[config.mk]
export PLATFORM = sky130hd
export DESIGN_NAME = multi_mode_timer_bank
export DESIGN_NICKNAME = d
export VERILOG_FILES = /design/src/hw/rtl/mmtb_pkg.sv /design/src/hw/rtl/mmtb_div.sv /design/src/hw/rtl/mmtb_dp.sv /design/src/hw/rtl/mmtb_ctrl.sv /design/src/hw/rtl/multi_mode_timer_bank.sv
export SDC_FILE = /design/constraint.sdc
export NUM_CORES = 2
export LEC_CHECK = 0
export ABC_CLOCK_PERIOD_IN_PS = 9700
export BUFFER_PORTS_ARGS = -buffer_cell sky130_fd_sc_hd__buf_2
export CAP_MARGIN = 20
export CORE_UTILIZATION = 30
export DETAILED_ROUTE_END_ITERATION = 10
export HOLD_SLACK_MARGIN = 0.1
export MAX_ROUTING_LAYER = met4
export PLACE_DENSITY = 0.51
export SLEW_MARGIN = 25
export SYNTH_ARGS = -nofsm -noshare
export SYNTH_HDL_FRONTEND = slang
export SYNTH_SLANG_ARGS = --single-unit
[constraint.sdc]
create_clock -name aclk -period 9.7 [get_ports aclk]
set_input_delay 1.455 -clock aclk [delete_from_list [all_inputs] [get_ports aclk]]
set_output_delay 1.455 -clock aclk [all_outputs]
set_load 0.05 [all_outputs]
[src/hw/rtl/mmtb_pkg.sv]
// ----------------------------------------------------------------------------
// mmtb_pkg
// Shared types, codes and defaults of the multi-mode timer bank.
// ----------------------------------------------------------------------------
package mmtb_pkg;

    localparam int NUM_TIMERS_DEF = 16;
    localparam int TIME_BITS_DEF  = 32;
    localparam int FRAC_BITS      = 16;

    localparam logic [3:0] OP_TICK       = 4'd0;
    localparam logic [3:0] OP_CREATE     = 4'd1;
    localparam logic [3:0] OP_PAUSE      = 4'd2;
    localparam logic [3:0] OP_RESUME     = 4'd3;
    localparam logic [3:0] OP_CLEAR      = 4'd4;
    localparam logic [3:0] OP_RESTART    = 4'd5;
    localparam logic [3:0] OP_PAUSE_ALL  = 4'd6;
    localparam logic [3:0] OP_RESUME_ALL = 4'd7;
    localparam logic [3:0] OP_CLEAR_ALL  = 4'd8;
    localparam logic [3:0] OP_QUERY      = 4'd9;

    localparam logic [2:0] KIND_PROGRESS   = 3'd0;
    localparam logic [2:0] KIND_COMPLETION = 3'd1;
    localparam logic [2:0] KIND_ACK        = 3'd2;
    localparam logic [2:0] KIND_QUERY      = 3'd3;
    localparam logic [2:0] KIND_END        = 3'd4;

    localparam logic [1:0] MODE_ONESHOT  = 2'd0;
    localparam logic [1:0] MODE_INTERVAL = 2'd1;
    localparam logic [1:0] MODE_COUNTED  = 2'd2;
    localparam logic [1:0] MODE_UNUSED   = 2'd3;

    localparam logic [1:0] STAT_OK       = 2'd0;
    localparam logic [1:0] STAT_ZERO_DUR = 2'd1;
    localparam logic [1:0] STAT_IN_USE   = 2'd2;

    typedef struct packed {
        logic       load;
        logic       rd_cmd;
        logic       rd_walk;
        logic       exec;
        logic       p1_eval;
        logic       fin;
        logic       p2_eval;
        logic       walk_clr;
        logic       walk_inc;
        logic       div_start;
        logic       emit;
        logic [2:0] emit_kind;
    } ctl_t;

    typedef struct packed {
        logic is_tick;
        logic is_query;
        logic running;
        logic q_div;
        logic ev_live;
        logic ev_pen;
        logic ev_done;
        logic ev_div;
        logic w_done;
        logic div_busy;
        logic out_free;
        logic walk_last;
    } sts_t;

endpackage

[src/hw/rtl/mmtb_div.sv]
// ----------------------------------------------------------------------------
// mmtb_div
// Restoring divider, one quotient bit per cycle, for the progress fraction.
// ----------------------------------------------------------------------------
module mmtb_div #(
    parameter int TIME_BITS = mmtb_pkg::TIME_BITS_DEF
) (
    input  logic                             aclk,
    input  logic                             aresetn,
    input  logic                             start,
    input  logic [TIME_BITS-1:0]             num,
    input  logic [TIME_BITS-1:0]             den,
    output logic                             busy,
    output logic [mmtb_pkg::FRAC_BITS-1:0]   quo
);

    localparam int QB = mmtb_pkg::FRAC_BITS;
    localparam int CB = $clog2(QB);

    logic [TIME_BITS:0]   rem_reg;
    logic [TIME_BITS-1:0] den_reg;
    logic [QB-1:0]        quo_reg;
    logic [CB-1:0]        cnt_reg;
    logic                 busy_reg;
    logic [TIME_BITS:0]   shifted;
    logic                 ge;

    assign shifted = {rem_reg[TIME_BITS-1:0], 1'b0};
    assign ge      = shifted >= {1'b0, den_reg};

    always_ff @(posedge aclk) begin
        if (!aresetn) begin
            busy_reg <= 1'b0;
            cnt_reg  <= '0;
        end else if (start) begin
            busy_reg <= 1'b1;
            cnt_reg  <= '0;
        end else if (busy_reg) begin
            cnt_reg <= cnt_reg + 1'b1;
            if (cnt_reg == CB'(QB - 1)) begin
                busy_reg <= 1'b0;
            end
        end
    end

    always_ff @(posedge aclk) begin
        if (start) begin
            rem_reg <= {1'b0, num};
            den_reg <= den;
            quo_reg <= '0;
        end else if (busy_reg) begin
            rem_reg <= ge ? shifted - {1'b0, den_reg} : shifted;
            quo_reg <= {quo_reg[QB-2:0], ge};
        end
    end

    assign busy = busy_reg;
    assign quo  = quo_reg;

endmodule

[src/hw/rtl/mmtb_dp.sv]
// ----------------------------------------------------------------------------
// mmtb_dp
// Timer storage, tick arithmetic, command updates and the result register.
// ----------------------------------------------------------------------------
module mmtb_dp #(
    parameter int NUM_TIMERS = mmtb_pkg::NUM_TIMERS_DEF,
    parameter int TIME_BITS  = mmtb_pkg::TIME_BITS_DEF
) (
    input  logic                 aclk,
    input  logic                 aresetn,
    input  mmtb_pkg::ctl_t       ctl,
    output mmtb_pkg::sts_t       sts,
    input  logic [3:0]           s_operation,
    input  logic [3:0]           s_slot,
    input  logic [1:0]           s_mode,
    input  logic [31:0]          s_duration,
    input  logic [15:0]          s_loop_count,
    input  logic                 s_progress_enable,
    input  logic [31:0]          s_delta,
    input  logic                 m_ready,
    output logic                 m_valid,
    output logic [2:0]           m_kind,
    output logic [3:0]           m_slot_out,
    output logic [1:0]           m_status,
    output logic [16:0]          m_progress,
    output logic [31:0]          m_remaining,
    output logic                 m_exists,
    output logic                 m_is_active,
    output logic [4:0]           m_active_count,
    output logic                 m_running,
    output logic                 m_last
);

    localparam int IW = $clog2(NUM_TIMERS);
    localparam int CW = $clog2(NUM_TIMERS + 1);
    localparam int TB = TIME_BITS;
    localparam int SW = ((TB > 32) ? TB : 32) + 1;
    localparam logic [SW-1:0] TMAX_W = {{(SW-TB){1'b0}}, {TB{1'b1}}};
    localparam logic [16:0] ONE_Q16 = 17'h10000;

    logic [3:0]  in_op_reg;
    logic [3:0]  in_slot_reg;
    logic [1:0]  in_mode_reg;
    logic [31:0] in_dur_reg;
    logic [15:0] in_loops_reg;
    logic        in_pen_reg;
    logic [31:0] in_delta_reg;

    logic [1:0]    mode_mem [NUM_TIMERS];
    logic [TB-1:0] per_mem  [NUM_TIMERS];
    logic [TB-1:0] el_mem   [NUM_TIMERS];
    logic [15:0]   tgt_mem  [NUM_TIMERS];
    logic [15:0]   lps_mem  [NUM_TIMERS];
    logic          pen_mem  [NUM_TIMERS];

    logic [1:0]    rd_mode_reg;
    logic [TB-1:0] rd_per_reg;
    logic [TB-1:0] rd_el_reg;
    logic [15:0]   rd_tgt_reg;
    logic [15:0]   rd_lps_reg;
    logic          rd_pen_reg;

    logic [NUM_TIMERS-1:0] occ_reg;
    logic [NUM_TIMERS-1:0] act_reg;
    logic                  running_reg;
    logic [CW-1:0]         count_reg;
    logic [CW-1:0]         count_next;
    logic [CW-1:0]         freed_reg;
    logic [CW-1:0]         final_cnt_reg;
    logic                  final_run_reg;
    logic [IW-1:0]         walk_reg;

    logic [TB-1:0] w_el_reg;
    logic [TB-1:0] w_per_reg;
    logic          w_done_reg;
    logic          w_ex_reg;
    logic          w_act_reg;
    logic [1:0]    st_reg;

    logic [IW-1:0] cidx;
    logic          cvalid;
    logic          c_occ;
    logic [IW-1:0] ridx;
    logic [SW-1:0] sum_w;
    logic [TB-1:0] e_new;
    logic          ev_done;
    logic          ev_live;
    logic [15:0]   lsat;
    logic          ev_free;
    logic [SW-1:0] dur_w;
    logic [TB-1:0] per_c;
    logic          q_ex;
    logic          div_busy;
    logic [15:0]   div_quo;
    logic [TB-1:0] div_num;
    logic [CW-1:0] fin_cnt;
    logic          run_eff;
    logic [16:0]   pcalc;
    logic [31:0]   rcalc;
    logic          out_free;

    logic          m_valid_reg;
    logic [2:0]    m_kind_reg;
    logic [3:0]    m_slot_reg;
    logic [1:0]    m_status_reg;
    logic [16:0]   m_prog_reg;
    logic [31:0]   m_rem_reg;
    logic          m_ex_reg;
    logic          m_act_reg;
    logic [4:0]    m_cnt_reg;
    logic          m_run_reg;
    logic          m_last_reg;

    assign cidx    = IW'(in_slot_reg);
    assign cvalid  = {28'd0, in_slot_reg} < 32'(NUM_TIMERS);
    assign c_occ   = cvalid ? occ_reg[cidx] : 1'b0;
    assign ridx    = ctl.rd_walk ? walk_reg : cidx;
    assign q_ex    = c_occ;

    assign sum_w   = SW'(rd_el_reg) + SW'(in_delta_reg);
    assign e_new   = (sum_w > TMAX_W) ? TB'(TMAX_W) : TB'(sum_w);
    assign ev_done = e_new >= rd_per_reg;
    assign ev_live = occ_reg[walk_reg] & act_reg[walk_reg];
    assign lsat    = (rd_lps_reg == 16'hFFFF) ? rd_lps_reg : rd_lps_reg + 16'd1;
    assign ev_free = ev_done && (rd_mode_reg != mmtb_pkg::MODE_INTERVAL) &&
                     ((rd_mode_reg != mmtb_pkg::MODE_COUNTED) ||
                      ((rd_tgt_reg != 16'd0) && (lsat >= rd_tgt_reg)));

    assign dur_w   = SW'(in_dur_reg);
    assign per_c   = (dur_w > TMAX_W) ? TB'(TMAX_W) : TB'(dur_w);
    assign div_num = ctl.exec ? rd_el_reg : e_new;
    assign fin_cnt = count_reg - freed_reg;
    assign run_eff = (in_op_reg == mmtb_pkg::OP_CLEAR && count_reg == '0) ? 1'b0
                                                                            : running_reg;
    assign pcalc   = (w_el_reg >= w_per_reg) ? ONE_Q16 : {1'b0, div_quo};
    assign rcalc   = (w_per_reg > w_el_reg) ? 32'(w_per_reg - w_el_reg) : 32'd0;
    assign out_free = !m_valid_reg || m_ready;

    mmtb_div #(
        .TIME_BITS(TIME_BITS)
    ) u_div (
        .aclk   (aclk),
        .aresetn(aresetn),
        .start  (ctl.div_start),
        .num    (div_num),
        .den    (rd_per_reg),
        .busy   (div_busy),
        .quo    (div_quo)
    );

    always_comb begin
        count_next = '0;
        for (int i = 0; i < NUM_TIMERS; i++) begin
            count_next = count_next + CW'(occ_reg[i] & act_reg[i]);
        end
    end

    always_ff @(posedge aclk) begin
        if (ctl.load) begin
            in_op_reg    <= s_operation;
            in_slot_reg  <= s_slot;
            in_mode_reg  <= s_mode;
            in_dur_reg   <= s_duration;
            in_loops_reg <= s_loop_count;
            in_pen_reg   <= s_progress_enable;
            in_delta_reg <= s_delta;
        end
    end

    always_ff @(posedge aclk) begin
        if (ctl.rd_cmd || ctl.rd_walk) begin
            rd_mode_reg <= mode_mem[ridx];
            rd_per_reg  <= per_mem[ridx];
            rd_el_reg   <= el_mem[ridx];
            rd_tgt_reg  <= tgt_mem[ridx];
            rd_lps_reg  <= lps_mem[ridx];
            rd_pen_reg  <= pen_mem[ridx];
        end
    end

    always_ff @(posedge aclk) begin
        if (ctl.exec && cvalid) begin
            if (in_op_reg == mmtb_pkg::OP_CREATE && in_dur_reg != 32'd0 && !c_occ) begin
                mode_mem[cidx] <= (in_mode_reg == mmtb_pkg::MODE_UNUSED)
                                  ? mmtb_pkg::MODE_ONESHOT : in_mode_reg;
                per_mem[cidx]  <= per_c;
                el_mem[cidx]   <= '0;
                tgt_mem[cidx]  <= in_loops_reg;
                lps_mem[cidx]  <= 16'd0;
                pen_mem[cidx]  <= in_pen_reg;
            end else if (in_op_reg == mmtb_pkg::OP_RESTART && c_occ) begin
                el_mem[cidx]  <= '0;
                lps_mem[cidx] <= 16'd0;
            end
        end else if (ctl.p2_eval && ev_live) begin
            if (!ev_done) begin
                el_mem[walk_reg] <= e_new;
            end else if (rd_mode_reg == mmtb_pkg::MODE_INTERVAL) begin
                el_mem[walk_reg] <= '0;
            end else if (rd_mode_reg == mmtb_pkg::MODE_COUNTED) begin
                lps_mem[walk_reg] <= lsat;
                el_mem[walk_reg]  <= '0;
            end
        end
    end

    always_ff @(posedge aclk) begin
        if (!aresetn) begin
            occ_reg     <= '0;
            act_reg     <= '0;
            running_reg <= 1'b0;
            count_reg   <= '0;
        end else begin
            count_reg <= count_next;
            if (ctl.exec) begin
                unique case (in_op_reg) inside
                    mmtb_pkg::OP_CREATE: begin
                        if (in_dur_reg != 32'd0 && cvalid && !c_occ) begin
                            occ_reg[cidx] <= 1'b1;
                            act_reg[cidx] <= 1'b1;
                            running_reg   <= 1'b1;
                        end
                    end
                    mmtb_pkg::OP_PAUSE, mmtb_pkg::OP_RESUME: begin
                        if (c_occ) begin
                            act_reg[cidx] <= (in_op_reg == mmtb_pkg::OP_RESUME);
                        end
                    end
                    mmtb_pkg::OP_CLEAR: begin
                        if (cvalid) begin
                            occ_reg[cidx] <= 1'b0;
                            act_reg[cidx] <= 1'b0;
                        end
                    end
                    mmtb_pkg::OP_RESTART: begin
                        if (c_occ) begin
                            act_reg[cidx] <= 1'b1;
                        end
                    end
                    mmtb_pkg::OP_PAUSE_ALL, mmtb_pkg::OP_RESUME_ALL: begin
                        for (int i = 0; i < NUM_TIMERS; i++) begin
                            if (occ_reg[i]) begin
                                act_reg[i] <= (in_op_reg == mmtb_pkg::OP_RESUME_ALL);
                            end
                        end
                    end
                    mmtb_pkg::OP_CLEAR_ALL: begin
                        occ_reg     <= '0;
                        act_reg     <= '0;
                        running_reg <= 1'b0;
                    end
                    default: begin
                    end
                endcase
            end else if (ctl.p2_eval && ev_live && ev_free) begin
                occ_reg[walk_reg] <= 1'b0;
                act_reg[walk_reg] <= 1'b0;
            end
            if (ctl.emit) begin
                if (ctl.emit_kind == mmtb_pkg::KIND_END) begin
                    running_reg <= final_run_reg;
                end else if (ctl.emit_kind == mmtb_pkg::KIND_ACK ||
                             ctl.emit_kind == mmtb_pkg::KIND_QUERY) begin
                    running_reg <= run_eff;
                end
            end
        end
    end

    always_ff @(posedge aclk) begin
        if (!aresetn) begin
            walk_reg  <= '0;
            freed_reg <= '0;
        end else begin
            if (ctl.walk_clr) begin
                walk_reg <= '0;
            end else if (ctl.walk_inc) begin
                walk_reg <= walk_reg + 1'b1;
            end
            if (ctl.load) begin
                freed_reg <= '0;
            end else if (ctl.p1_eval && ev_live && ev_free) begin
                freed_reg <= freed_reg + 1'b1;
            end
        end
    end

    always_ff @(posedge aclk) begin
        if (ctl.fin) begin
            final_cnt_reg <= fin_cnt;
            final_run_reg <= running_reg && (fin_cnt != '0);
        end
        if (ctl.exec) begin
            w_el_reg  <= rd_el_reg;
            w_per_reg <= rd_per_reg;
            w_ex_reg  <= q_ex;
            w_act_reg <= q_ex && act_reg[cidx];
            st_reg    <= mmtb_pkg::STAT_OK;
            if (in_op_reg == mmtb_pkg::OP_CREATE) begin
                if (in_dur_reg == 32'd0) begin
                    st_reg <= mmtb_pkg::STAT_ZERO_DUR;
                end else if (!cvalid || c_occ) begin
                    st_reg <= mmtb_pkg::STAT_IN_USE;
                end
            end
        end else if (ctl.p2_eval) begin
            w_el_reg   <= e_new;
            w_per_reg  <= rd_per_reg;
            w_done_reg <= ev_done;
        end
    end

    always_ff @(posedge aclk) begin
        if (!aresetn) begin
            m_valid_reg <= 1'b0;
        end else if (ctl.emit) begin
            m_valid_reg <= 1'b1;
        end else if (m_ready) begin
            m_valid_reg <= 1'b0;
        end
    end

    always_ff @(posedge aclk) begin
        if (ctl.emit) begin
            m_kind_reg   <= ctl.emit_kind;
            m_slot_reg   <= in_slot_reg;
            m_status_reg <= mmtb_pkg::STAT_OK;
            m_prog_reg   <= 17'd0;
            m_rem_reg    <= 32'd0;
            m_ex_reg     <= 1'b0;
            m_act_reg    <= 1'b0;
            m_cnt_reg    <= 5'(final_cnt_reg);
            m_run_reg    <= final_run_reg;
            m_last_reg   <= 1'b1;
            case (ctl.emit_kind) inside
                mmtb_pkg::KIND_PROGRESS, mmtb_pkg::KIND_COMPLETION: begin
                    m_slot_reg <= 4'(walk_reg);
                    m_prog_reg <= pcalc;
                    m_rem_reg  <= rcalc;
                    m_last_reg <= 1'b0;
                end
                mmtb_pkg::KIND_QUERY: begin
                    m_prog_reg <= w_ex_reg ? pcalc : 17'd0;
                    m_rem_reg  <= w_ex_reg ? rcalc : 32'd0;
                    m_ex_reg   <= w_ex_reg;
                    m_act_reg  <= w_act_reg;
                    m_cnt_reg  <= 5'(count_reg);
                    m_run_reg  <= run_eff;
                end
                mmtb_pkg::KIND_ACK: begin
                    m_status_reg <= st_reg;
                    m_cnt_reg    <= 5'(count_reg);
                    m_run_reg    <= run_eff;
                end
                default: begin
                    m_slot_reg <= 4'd0;
                end
            endcase
        end
    end

    assign m_valid        = m_valid_reg;
    assign m_kind         = m_kind_reg;
    assign m_slot_out     = m_slot_reg;
    assign m_status       = m_status_reg;
    assign m_progress     = m_prog_reg;
    assign m_remaining    = m_rem_reg;
    assign m_exists       = m_ex_reg;
    assign m_is_active    = m_act_reg;
    assign m_active_count = m_cnt_reg;
    assign m_running      = m_run_reg;
    assign m_last         = m_last_reg;

    always_comb begin
        sts.is_tick   = in_op_reg == mmtb_pkg::OP_TICK;
        sts.is_query  = in_op_reg == mmtb_pkg::OP_QUERY;
        sts.running   = running_reg;
        sts.q_div     = q_ex && (rd_el_reg < rd_per_reg);
        sts.ev_live   = ev_live;
        sts.ev_pen    = rd_pen_reg;
        sts.ev_done   = ev_done;
        sts.ev_div    = rd_pen_reg && !ev_done;
        sts.w_done    = w_done_reg;
        sts.div_busy  = div_busy;
        sts.out_free  = out_free;
        sts.walk_last = walk_reg == IW'(NUM_TIMERS - 1);
    end

endmodule

[src/hw/rtl/mmtb_ctrl.sv]
// ----------------------------------------------------------------------------
// mmtb_ctrl
// Sequencer for commands, queries and the two-pass tick walk.
// ----------------------------------------------------------------------------
module mmtb_ctrl (
    input  logic           aclk,
    input  logic           aresetn,
    input  logic           s_valid,
    output logic           s_ready,
    input  mmtb_pkg::sts_t sts,
    output mmtb_pkg::ctl_t ctl
);

    typedef enum logic [14:0] {
        S_IDLE   = 15'b000000000000001,
        S_RD     = 15'b000000000000010,
        S_EXEC   = 15'b000000000000100,
        S_DIV    = 15'b000000000001000,
        S_CNT    = 15'b000000000010000,
        S_EMIT   = 15'b000000000100000,
        S_T1RD   = 15'b000000001000000,
        S_T1EV   = 15'b000000010000000,
        S_TFIN   = 15'b000000100000000,
        S_T2RD   = 15'b000001000000000,
        S_T2EV   = 15'b000010000000000,
        S_T2DIV  = 15'b000100000000000,
        S_T2PRG  = 15'b001000000000000,
        S_T2CMP  = 15'b010000000000000,
        S_TEND   = 15'b100000000000000
    } state_t;

    state_t state_reg;
    state_t state_next;

    assign s_ready = state_reg == S_IDLE;

    always_ff @(posedge aclk) begin
        if (!aresetn) begin
            state_reg <= S_IDLE;
        end else begin
            state_reg <= state_next;
        end
    end

    always_comb begin
        state_next = state_reg;
        ctl        = '0;
        unique case (state_reg)
            S_IDLE: begin
                if (s_valid) begin
                    ctl.load   = 1'b1;
                    state_next = S_RD;
                end
            end
            S_RD: begin
                if (sts.is_tick) begin
                    ctl.walk_clr = 1'b1;
                    state_next   = sts.running ? S_T1RD : S_TFIN;
                end else begin
                    ctl.rd_cmd = 1'b1;
                    state_next = S_EXEC;
                end
            end
            S_EXEC: begin
                ctl.exec = 1'b1;
                if (sts.is_query && sts.q_div) begin
                    ctl.div_start = 1'b1;
                    state_next    = S_DIV;
                end else begin
                    state_next = S_CNT;
                end
            end
            S_DIV: begin
                if (!sts.div_busy) begin
                    state_next = S_CNT;
                end
            end
            S_CNT: begin
                state_next = S_EMIT;
            end
            S_EMIT: begin
                if (sts.out_free) begin
                    ctl.emit      = 1'b1;
                    ctl.emit_kind = sts.is_query ? mmtb_pkg::KIND_QUERY : mmtb_pkg::KIND_ACK;
                    state_next    = S_IDLE;
                end
            end
            S_T1RD: begin
                ctl.rd_walk = 1'b1;
                state_next  = S_T1EV;
            end
            S_T1EV: begin
                ctl.p1_eval = 1'b1;
                if (sts.walk_last) begin
                    state_next = S_TFIN;
                end else begin
                    ctl.walk_inc = 1'b1;
                    state_next   = S_T1RD;
                end
            end
            S_TFIN: begin
                ctl.fin = 1'b1;
                if (sts.running) begin
                    ctl.walk_clr = 1'b1;
                    state_next   = S_T2RD;
                end else begin
                    state_next = S_TEND;
                end
            end
            S_T2RD: begin
                ctl.rd_walk = 1'b1;
                state_next  = S_T2EV;
            end
            S_T2EV: begin
                ctl.p2_eval = 1'b1;
                if (sts.ev_live && sts.ev_div) begin
                    ctl.div_start = 1'b1;
                    state_next    = S_T2DIV;
                end else if (sts.ev_live && sts.ev_pen) begin
                    state_next = S_T2PRG;
                end else if (sts.ev_live && sts.ev_done) begin
                    state_next = S_T2CMP;
                end else if (sts.walk_last) begin
                    state_next = S_TEND;
                end else begin
                    ctl.walk_inc = 1'b1;
                    state_next   = S_T2RD;
                end
            end
            S_T2DIV: begin
                if (!sts.div_busy) begin
                    state_next = S_T2PRG;
                end
            end
            S_T2PRG: begin
                if (sts.out_free) begin
                    ctl.emit      = 1'b1;
                    ctl.emit_kind = mmtb_pkg::KIND_PROGRESS;
                    if (sts.w_done) begin
                        state_next = S_T2CMP;
                    end else if (sts.walk_last) begin
                        state_next = S_TEND;
                    end else begin
                        ctl.walk_inc = 1'b1;
                        state_next   = S_T2RD;
                    end
                end
            end
            S_T2CMP: begin
                if (sts.out_free) begin
                    ctl.emit      = 1'b1;
                    ctl.emit_kind = mmtb_pkg::KIND_COMPLETION;
                    if (sts.walk_last) begin
                        state_next = S_TEND;
                    end else begin
                        ctl.walk_inc = 1'b1;
                        state_next   = S_T2RD;
                    end
                end
            end
            S_TEND: begin
                if (sts.out_free) begin
                    ctl.emit      = 1'b1;
                    ctl.emit_kind = mmtb_pkg::KIND_END;
                    state_next    = S_IDLE;
                end
            end
            default: begin
                state_next = S_IDLE;
            end
        endcase
    end

endmodule

[src/hw/rtl/multi_mode_timer_bank.sv]
// ----------------------------------------------------------------------------
// multi_mode_timer_bank
// Bank of numbered one-shot, interval and counted-repeat timers.
// ----------------------------------------------------------------------------
// Usage:
//   The s_ channel takes one command word per handshake: tick, create,
//   pause, resume, clear, restart, pause/resume/clear all, or query.
//   The m_ channel returns result words; m_last marks the final word of
//   each input word. Commands and queries give exactly one word; a tick
//   gives optional progress and completion words per active slot and
//   always ends with an end-of-tick word.
//   A query of an existing slot that has not yet expired waits for the
//   progress divider.
//   A tick on a running bank makes two walks over the slot store (one read
//   port, registered) and runs the progress divider for each progress
//   word below one.
//   s_ready is high only between items; the next word is taken while the
//   last result still waits in the output register.
//   Reset clears all slots and stops the bank. When the receiver stalls,
//   the walk holds at the pending word until m_ready returns.
// ----------------------------------------------------------------------------
module multi_mode_timer_bank #(
    parameter int NUM_TIMERS = mmtb_pkg::NUM_TIMERS_DEF,
    parameter int TIME_BITS  = mmtb_pkg::TIME_BITS_DEF
) (
    input  logic        aclk,
    input  logic        aresetn,
    input  logic        s_valid,
    output logic        s_ready,
    input  logic [3:0]  s_operation,
    input  logic [3:0]  s_slot,
    input  logic [1:0]  s_mode,
    input  logic [31:0] s_duration,
    input  logic [15:0] s_loop_count,
    input  logic        s_progress_enable,
    input  logic [31:0] s_delta,
    output logic        m_valid,
    input  logic        m_ready,
    output logic [2:0]  m_kind,
    output logic [3:0]  m_slot_out,
    output logic [1:0]  m_status,
    output logic [16:0] m_progress,
    output logic [31:0] m_remaining,
    output logic        m_exists,
    output logic        m_is_active,
    output logic [4:0]  m_active_count,
    output logic        m_running,
    output logic        m_last
);

    mmtb_pkg::ctl_t ctl;
    mmtb_pkg::sts_t sts;

    mmtb_ctrl u_ctrl (
        .aclk   (aclk),
        .aresetn(aresetn),
        .s_valid(s_valid),
        .s_ready(s_ready),
        .sts    (sts),
        .ctl    (ctl)
    );

    mmtb_dp #(
        .NUM_TIMERS(NUM_TIMERS),
        .TIME_BITS (TIME_BITS)
    ) u_dp (
        .aclk             (aclk),
        .aresetn          (aresetn),
        .ctl              (ctl),
        .sts              (sts),
        .s_operation      (s_operation),
        .s_slot           (s_slot),
        .s_mode           (s_mode),
        .s_duration       (s_duration),
        .s_loop_count     (s_loop_count),
        .s_progress_enable(s_progress_enable),
        .s_delta          (s_delta),
        .m_ready          (m_ready),
        .m_valid          (m_valid),
        .m_kind           (m_kind),
        .m_slot_out       (m_slot_out),
        .m_status         (m_status),
        .m_progress       (m_progress),
        .m_remaining      (m_remaining),
        .m_exists         (m_exists),
        .m_is_active      (m_is_active),
        .m_active_count   (m_active_count),
        .m_running        (m_running),
        .m_last           (m_last)
    );

endmodule

### After elaboration in Yosys (flattened, before gate mapping)

Memory sizes are Yosys's and may differ from the RTL's. A register that Yosys moved wholly into a read port is not among the register bits.
Index checks and enable logic that the tools add are counted.
Widths: inputs -> output; s select.

| cells by class | value |
|---|---|
| reductions and logical operators | 72 |
| bitwise logic cells | 34 |
| equality and inequality tests | 63 |
| $add $sub $neg | 23 |
| muxes and demuxes | 162 |
| order comparisons | 12 |

Operator list:

| cell | count |
|---|---|
| $mux 32 | 18 |
| $pmux 15 s14 | 1 |
| $mux 15 | 13 |
| $mux 16 | 11 |
| $reduce_and 6->1 | 17 |
| $pmux 16 s6 | 1 |
| $mux 1 | 83 |
| $add 5x5->5 | 15 |
| $mux 17 | 4 |
| $and 16x16->16 | 4 |
| $ge 32x32->1 | 2 |
| $sub 32x32->32 | 2 |
| $ne 3x3->1 const B | 19 |
| $pmux 16 s3 | 1 |
| $mux 4 | 10 |
| $add 32x32->33 | 1 |
| $ge 33x32->1 | 1 |
| $gt 33x32->1 const B | 1 |
| $gt 32x32->1 | 1 |
| $gt 32x32->1 const B | 1 |
| $logic_not 32->1 | 1 |
| $lt 32x32->1 | 1 |
| $not 16->16 | 2 |
| $or 16x16->16 | 2 |
| 65 further kinds | 154 |

| storage, ports and cells | value |
|---|---|
| logic and storage cells | 426 |
| memory bits (writable) | 1584 |
| memories kept | 6 |
| flip-flop bits (word level) | 381 |

Memory list:

| memory | depth | bits a word | rd ports | clocked after memory_dff | wr ports | RTL line | source |
|---|---|---|---|---|---|---|---|
| u_dp.el_mem | 16 | 32 | 1 | 1 | 1 | mmtb_dp.sv:51 | `logic [TB-1:0] el_mem [NUM_TIMERS];` |
| u_dp.per_mem | 16 | 32 | 1 | 1 | 1 | mmtb_dp.sv:50 | `logic [TB-1:0] per_mem [NUM_TIMERS];` |
| u_dp.lps_mem | 16 | 16 | 1 | 1 | 1 | mmtb_dp.sv:53 | `logic [15:0] lps_mem [NUM_TIMERS];` |
| u_dp.tgt_mem | 16 | 16 | 1 | 1 | 1 | mmtb_dp.sv:52 | `logic [15:0] tgt_mem [NUM_TIMERS];` |
| u_dp.mode_mem | 16 | 2 | 1 | 1 | 1 | mmtb_dp.sv:49 | `logic [1:0] mode_mem [NUM_TIMERS];` |
| u_dp.pen_mem | 16 | 1 | 1 | 1 | 1 | mmtb_dp.sv:54 | `logic pen_mem [NUM_TIMERS];` |

### Logic depth before layout (Yosys ltp)

| depth | value |
|---|---|
| depth in word-level cells | 16 |
| gate-level depth with buffers | 28 |
| mapped depth without buffers | 24 |

### Modules after synthesis

A second synthesis with hierarchy kept.

| second synthesis, totals | value |
|---|---|
| cells, all modules | 5315 |
| area, all modules | 88175.8 µm² |

Modules (own cells, without submodules):

| module | cells an instance | times used | area an instance (µm²) |
|---|---|---|---|
| mmtb_dp | 4646 | 1 | 81580.7 |
| mmtb_div | 516 | 1 | 5375.2 |
| mmtb_ctrl | 153 | 1 | 1219.9 |

### Worst setup path before layout

Ideal clock, no wire load.

| timing | value |
|---|---|
| path type | reg-to-reg |
| start | register u_dp.rd_el_reg[0] (read register of u_dp.el_mem) |
| end | memory u_dp.el_mem[10][0] (netlist name), enable pin |
| stages on the path, launching flop included | 25 |
| path slack | 2.095 ns |
| clock period less this slack | 7.605 ns |
| arrival time | 7.139 ns |
| required time | 9.234 ns |
| cells stage by stage | edfxtp_1 -> ha_1 -> inv_1 -> fa_1 -> nor2b_1 -> o31a_1 -> o211ai_1 -> nand4_1 -> nand4_1 -> a211oi_1 -> clkbuf_1 -> nor2_1 -> clkbuf_1 -> buf_1 -> nand2_1 -> ha_1 -> a2111oi_0 -> o311ai_0 -> a21oi_1 -> o31ai_1 -> nor2_1 -> inv_1 -> a31oi_1 -> o21ai_0 -> o21ai_0 |

| between the ends | value |
|---|---|
| cells in the longest elaborated chain, start to end | 12 |
| elaborated cells on any way between the ends | 21 |
| those cells by class | add/sub (1); order compare (2); mux (15); bitwise (2); reduce/logical (1) |

Ends and longest elaborated chain:

| what | RTL line | source |
|---|---|---|
| start: declaration | mmtb_dp.sv:58 | `logic [TB-1:0] rd_el_reg;` |
| $add 32x32->33 (*) | mmtb_dp.sv:120 | `assign sum_w = SW'(rd_el_reg) + SW'(in_delta_reg);` |
| $gt 33x32->1 | mmtb_dp.sv:121 | `assign e_new = (sum_w > TMAX_W) ? TB'(TMAX_W) : TB'(sum_w);` |
| $mux 32 (*) | mmtb_dp.sv:121 |  |
| $ge 32x32->1 (*) | mmtb_dp.sv:122 | `assign ev_done = e_new >= rd_per_reg;` |
| via u_dp.ev_done | mmtb_dp.sv:86 | `logic ev_done;` |
| $mux 1 | mmtb_dp.sv:196 | `if (!ev_done) begin` |
| $mux 1 | mmtb_dp.sv:195 | `end else if (ctl.p2_eval && ev_live) begin` |
| $mux 1 | mmtb_dp.sv:182 | `if (ctl.exec && cvalid) begin` |
| $mux 1, on equally long branches | mmtb_dp.sv:197, mmtb_dp.sv:199 |  |
| $or 1x1->1 (no line) | - |  |
| $or 1x1->1 (no line) (*) | - |  |
| $reduce_or 32->1 (no line) | - |  |
| $mux 4 (no line) or $mux 1 (tied branches) | - |  |
| end: declaration | mmtb_dp.sv:51 |  |

The timed path passes the listed nets; every way through them passes the cells marked *.

### Final worst setup path

| timing | value |
|---|---|
| start | register u_dp.rd_el_reg[0] (read register of u_dp.el_mem) |
| end | memory u_dp.lps_mem[13][13], enable pin |

| between the ends | value |
|---|---|
| cells in the longest elaborated chain, start to end | 10 |
| elaborated cells on any way between the ends | 11 |
| those cells by class | add/sub (1); order compare (2); mux (7); reduce/logical (1) |

Ends and longest elaborated chain:

| what | RTL line | source |
|---|---|---|
| $add 32x32->33 (*) | mmtb_dp.sv:120 |  |
| $gt 33x32->1 | mmtb_dp.sv:121 |  |
| $mux 32 (*) | mmtb_dp.sv:121 |  |
| $ge 32x32->1 (*) | mmtb_dp.sv:122 |  |
| $mux 1 (*) | mmtb_dp.sv:196 |  |
| $mux 1 (*) | mmtb_dp.sv:195 |  |
| $mux 1 (*) | mmtb_dp.sv:182 |  |
| $mux 1 (not written as such) (*) | mmtb_dp.sv:201 | `lps_mem[walk_reg] <= lsat;` |
| $reduce_or 16->1 (no line) | - |  |
| $mux 4 (no line) or $mux 1 (tied branches) | - |  |
| end: declaration | mmtb_dp.sv:53 |  |

Mark *: on every way between the ends. The rest lies on a longest branch, timed or not.

==> flow_metrics.env <==
export IMPL_status="completed"
export IMPL_hold_buffers=0
export IMPL_yosys_most_used_dff="edfxtp_1"
export IMPL_yosysSeqAreaShare_pct=68.6
export IMPL_synth_seq_cells=2064
export IMPL_criticalPathCategory="flop to flop"
export IMPL_total_power_mw=20.3
export IMPL_wl_per_cell_um=24.4
export IMPL_power_leakage_nw=35.0
export IMPL_core_um2=295000
export IMPL_gp_congestion=0.923
export IMPL_via_per_inst=5.16
export IMPL_required_ns=10.19
export IMPL_setup_viol=0
export IMPL_slew_limit_headroom_pct=21.8
export IMPL_drive_above_1_share_pct=9.85
export IMPL_rsz0062_at_grt="false"
export IMPL_drc=0
export IMPL_overflow=0
export IMPL_ff2ff_setup_slack_ns=1.69
export IMPL_grt_pass1_wl_um=405000
export IMPL_final_cell_mix="edfxtp_1 (1,980), nand2_1 (1,812), a21oi_1 (552)"
export IMPL_ys_warn_count=0
export IMPL_start_util_pct=30.2
export IMPL_grt_max_degree=193
export IMPL_track_usage_pct=18.9
export IMPL_cts_buffers=221
export IMPL_tightest_slew_ns=1.17
export IMPL_pwr_share_comb_pct=10.7
export IMPL_wl_met1_um=126000
export IMPL_dp_cells=11200
export IMPL_cts_setup_buffers=0
export IMPL_p_switching_mw=5.25
export IMPL_firstDrtPassIters=8
export IMPL_cts_root_buf="clkbuf_16"
export IMPL_mappedNetlistNets=7662
export IMPL_p_int_mw=15.1
export IMPL_clkPwrFrac_pct=39.8
export IMPL_final_common_cell="edfxtp_1"
export IMPL_die_area_um2=299000
export IMPL_die_y_um=547
export IMPL_period_needed_ns=8.01
export IMPL_place_area_um2=95000
export IMPL_period_share_pct=82.6
export IMPL_clock_skew_ns=0.0467
export IMPL_fmaxAchievable_mhz=125
export IMPL_synth_cells=7362
export IMPL_antenna_found_initial=18
export IMPL_ys_types=87
export IMPL_synth_async_reset_ratio_pct=0
export IMPL_clock_path_buffers=4
export IMPL_cts_tree="built"
export IMPL_drv_cap=0
export IMPL_path_max_fanout=19
export IMPL_nNetsFinal=7787
export IMPL_place_ws_ns=1.66
export IMPL_timing_hold_ws_ns=0.504
export IMPL_finalHoldViolations=0
export IMPL_cp_end_kind="flop"
export IMPL_wl_met3_um=19400
export IMPL_instances_no_fill=11600
export IMPL_initialDrtViolationCount=5723
export IMPL_vias=59800
export IMPL_arrival_ns=8.50
export IMPL_clk_latency_ns=0.90
export IMPL_wl_met2_um=129000
export IMPL_nFillCells=29000
export IMPL_ir_drop_v=0.000165
export IMPL_dieWidth_um=547
export IMPL_num_rows=199
export IMPL_tns_ns=0
export IMPL_fin_util_pct=34.6
export IMPL_post_cts_resized=0
export IMPL_maxSlewViolCount=0
export IMPL_swShare_pct=25.8
export IMPL_cts_sinks=2064
export IMPL_hold_class="flop to flop"
export IMPL_final_area_um2=102000
export IMPL_setup_slack_ns=1.69
export IMPL_antenna_left=0
export IMPL_r2r_start="u_dp.rd_el_reg[0]"
export IMPL_largestRegisters="u_dp.el_mem (512), u_dp.per_mem (512)"
export IMPL_dp_hpwl_um=172000
export IMPL_pwr_density_cell_nw_per_um2=200
export IMPL_hp_start="u_dp.u_div.quo[15]"
export IMPL_highest_layer="met4"
export IMPL_clk_pin_slew_ns=0.06
export IMPL_power_frac_seq_pct=49.4
export IMPL_pin_count=164
export IMPL_synth_edf_count=1980
export IMPL_drt_wl_total_um=283000
export IMPL_first_global_vias=57100
export IMPL_io_buffers=163
export IMPL_crit_path_start="u_dp.rd_el_reg[0]"
export IMPL_avgSynthCellArea_um2=12.1
export IMPL_cts_htree_levels=4
export IMPL_worst_setup_path_start_kind="flop"
export IMPL_areaGrowthSynthToFinish_pct=14.3
export IMPL_syn_area_um2=89100
## cell families after synthesis
group / Yosys count / share of synthesized area (%)
AO/OA/AOI/OAI: 1352 / 9.59
flip-flops: 2064 / 68.6
buffers and inverters: 615 / 2.75
adder cells (fa/ha/maj): 206 / 3.01
XOR/XNOR: 107 / 1.05
multiplexers: 61 / 0.900
AND/OR/NAND/NOR: 2957 / 14.1
## power by group through the flow
stage | logic [mW] | clock network [mW] | registers (mW)
2_1_floorplan | 1.32 | 0 | 10.2
3_3_place_gp | 2.17 | 0 | 10.2
4_1_cts | 2.18 | 8.26 | 10.1
6_report | 2.18 | 8.10 | 10.1
3_5_place_dp | 2.17 | 0 | 10.2
5_1_grt | 2.36 | 8.60 | 10.1
## worst paths after layout
kind                                        endpoint  depth (start not counted)
worst max-delay path            u_dp.lps_mem[13][13]                         23
worst min-delay path              u_dp.u_div.quo[15]                          2
worst max register to register  u_dp.lps_mem[13][13]                         23
worst min register to register    u_dp.u_div.quo[15]                          2
## synthesized netlist by cell type (all sizes together) (21+ instances only)
master  count  share of area (%)
nor2      478                2.0
o211ai     47               0.40
nor3       42               0.24
a32oi     101               0.99
mux2i      25               0.28
nand2b     27               0.19
a31oi     130               0.91
ha        191                2.7
nand4      36               0.25
clkbuf    288                1.2
nand3     249                1.4
and3      129               0.91
nand2    1815                7.6
inv       203               0.86
and2       21               0.15
or3        24               0.17
buf       123               0.67
xnor2      68               0.67
o22ai      35               0.26
xor2       39               0.38
edfxtp   1980                 67
o21a       42               0.35
a21oi     564                3.2
a21o       62               0.52
nor4       23               0.19
dfxtp      84                1.9
nor2b      56               0.39
o21ai     153               0.86
mux2       23               0.29
o221ai    104                1.0
a211oi     24               0.20
## worst max-delay path, cell delays in order, from the launching register on
cell      delay [ns]
edfxtp_1        0.42
ha_1            0.27
inv_1           0.08
fa_1            0.20
nor2b_1         0.06
o31a_1          0.29
o211ai_1        0.35
nand4_1         0.29
nand4_1         0.20
a211oi_1        0.09
buf_4           0.19
nor2_2          0.70
buf_4           0.41
o21ai_0         0.23
ha_1            0.33
o21a_1          0.11
nor2_1          0.04
o311ai_0        0.36
a21oi_1         0.15
o31ai_1         0.75
nor2_1          0.11
buf_4           0.21
or3_1           0.72
o32ai_4         1.02
## layer usage
| metal | vias up | track usage, % |
|---|---|---|
| met5 | - | - |
| met4 | 0 | 5.63 |
| met3 | 423 | 2.76 |
| met2 | 2146 | 29.0 |
| met1 | 30100 | 25.8 |
| li1 | 27100 | - |
## final cells by class
class | instances | area (µm²) | area share, %
flip-flops and latches | 2064 | 61100 | 60.1
multi-input cells | 4683 | 26200 | 25.7
clock buffers | 274 | 5770 | 5.67
well taps | 3919 | 4900 | 4.82
repair buffers | 313 | 2060 | 2.03
clock inverters | 116 | 961 | 0.944
inverters | 204 | 766 | 0.752
diodes | 7 | 17.5 | 0.0172
No activity file was read; power rests on OpenSTA's default activity.
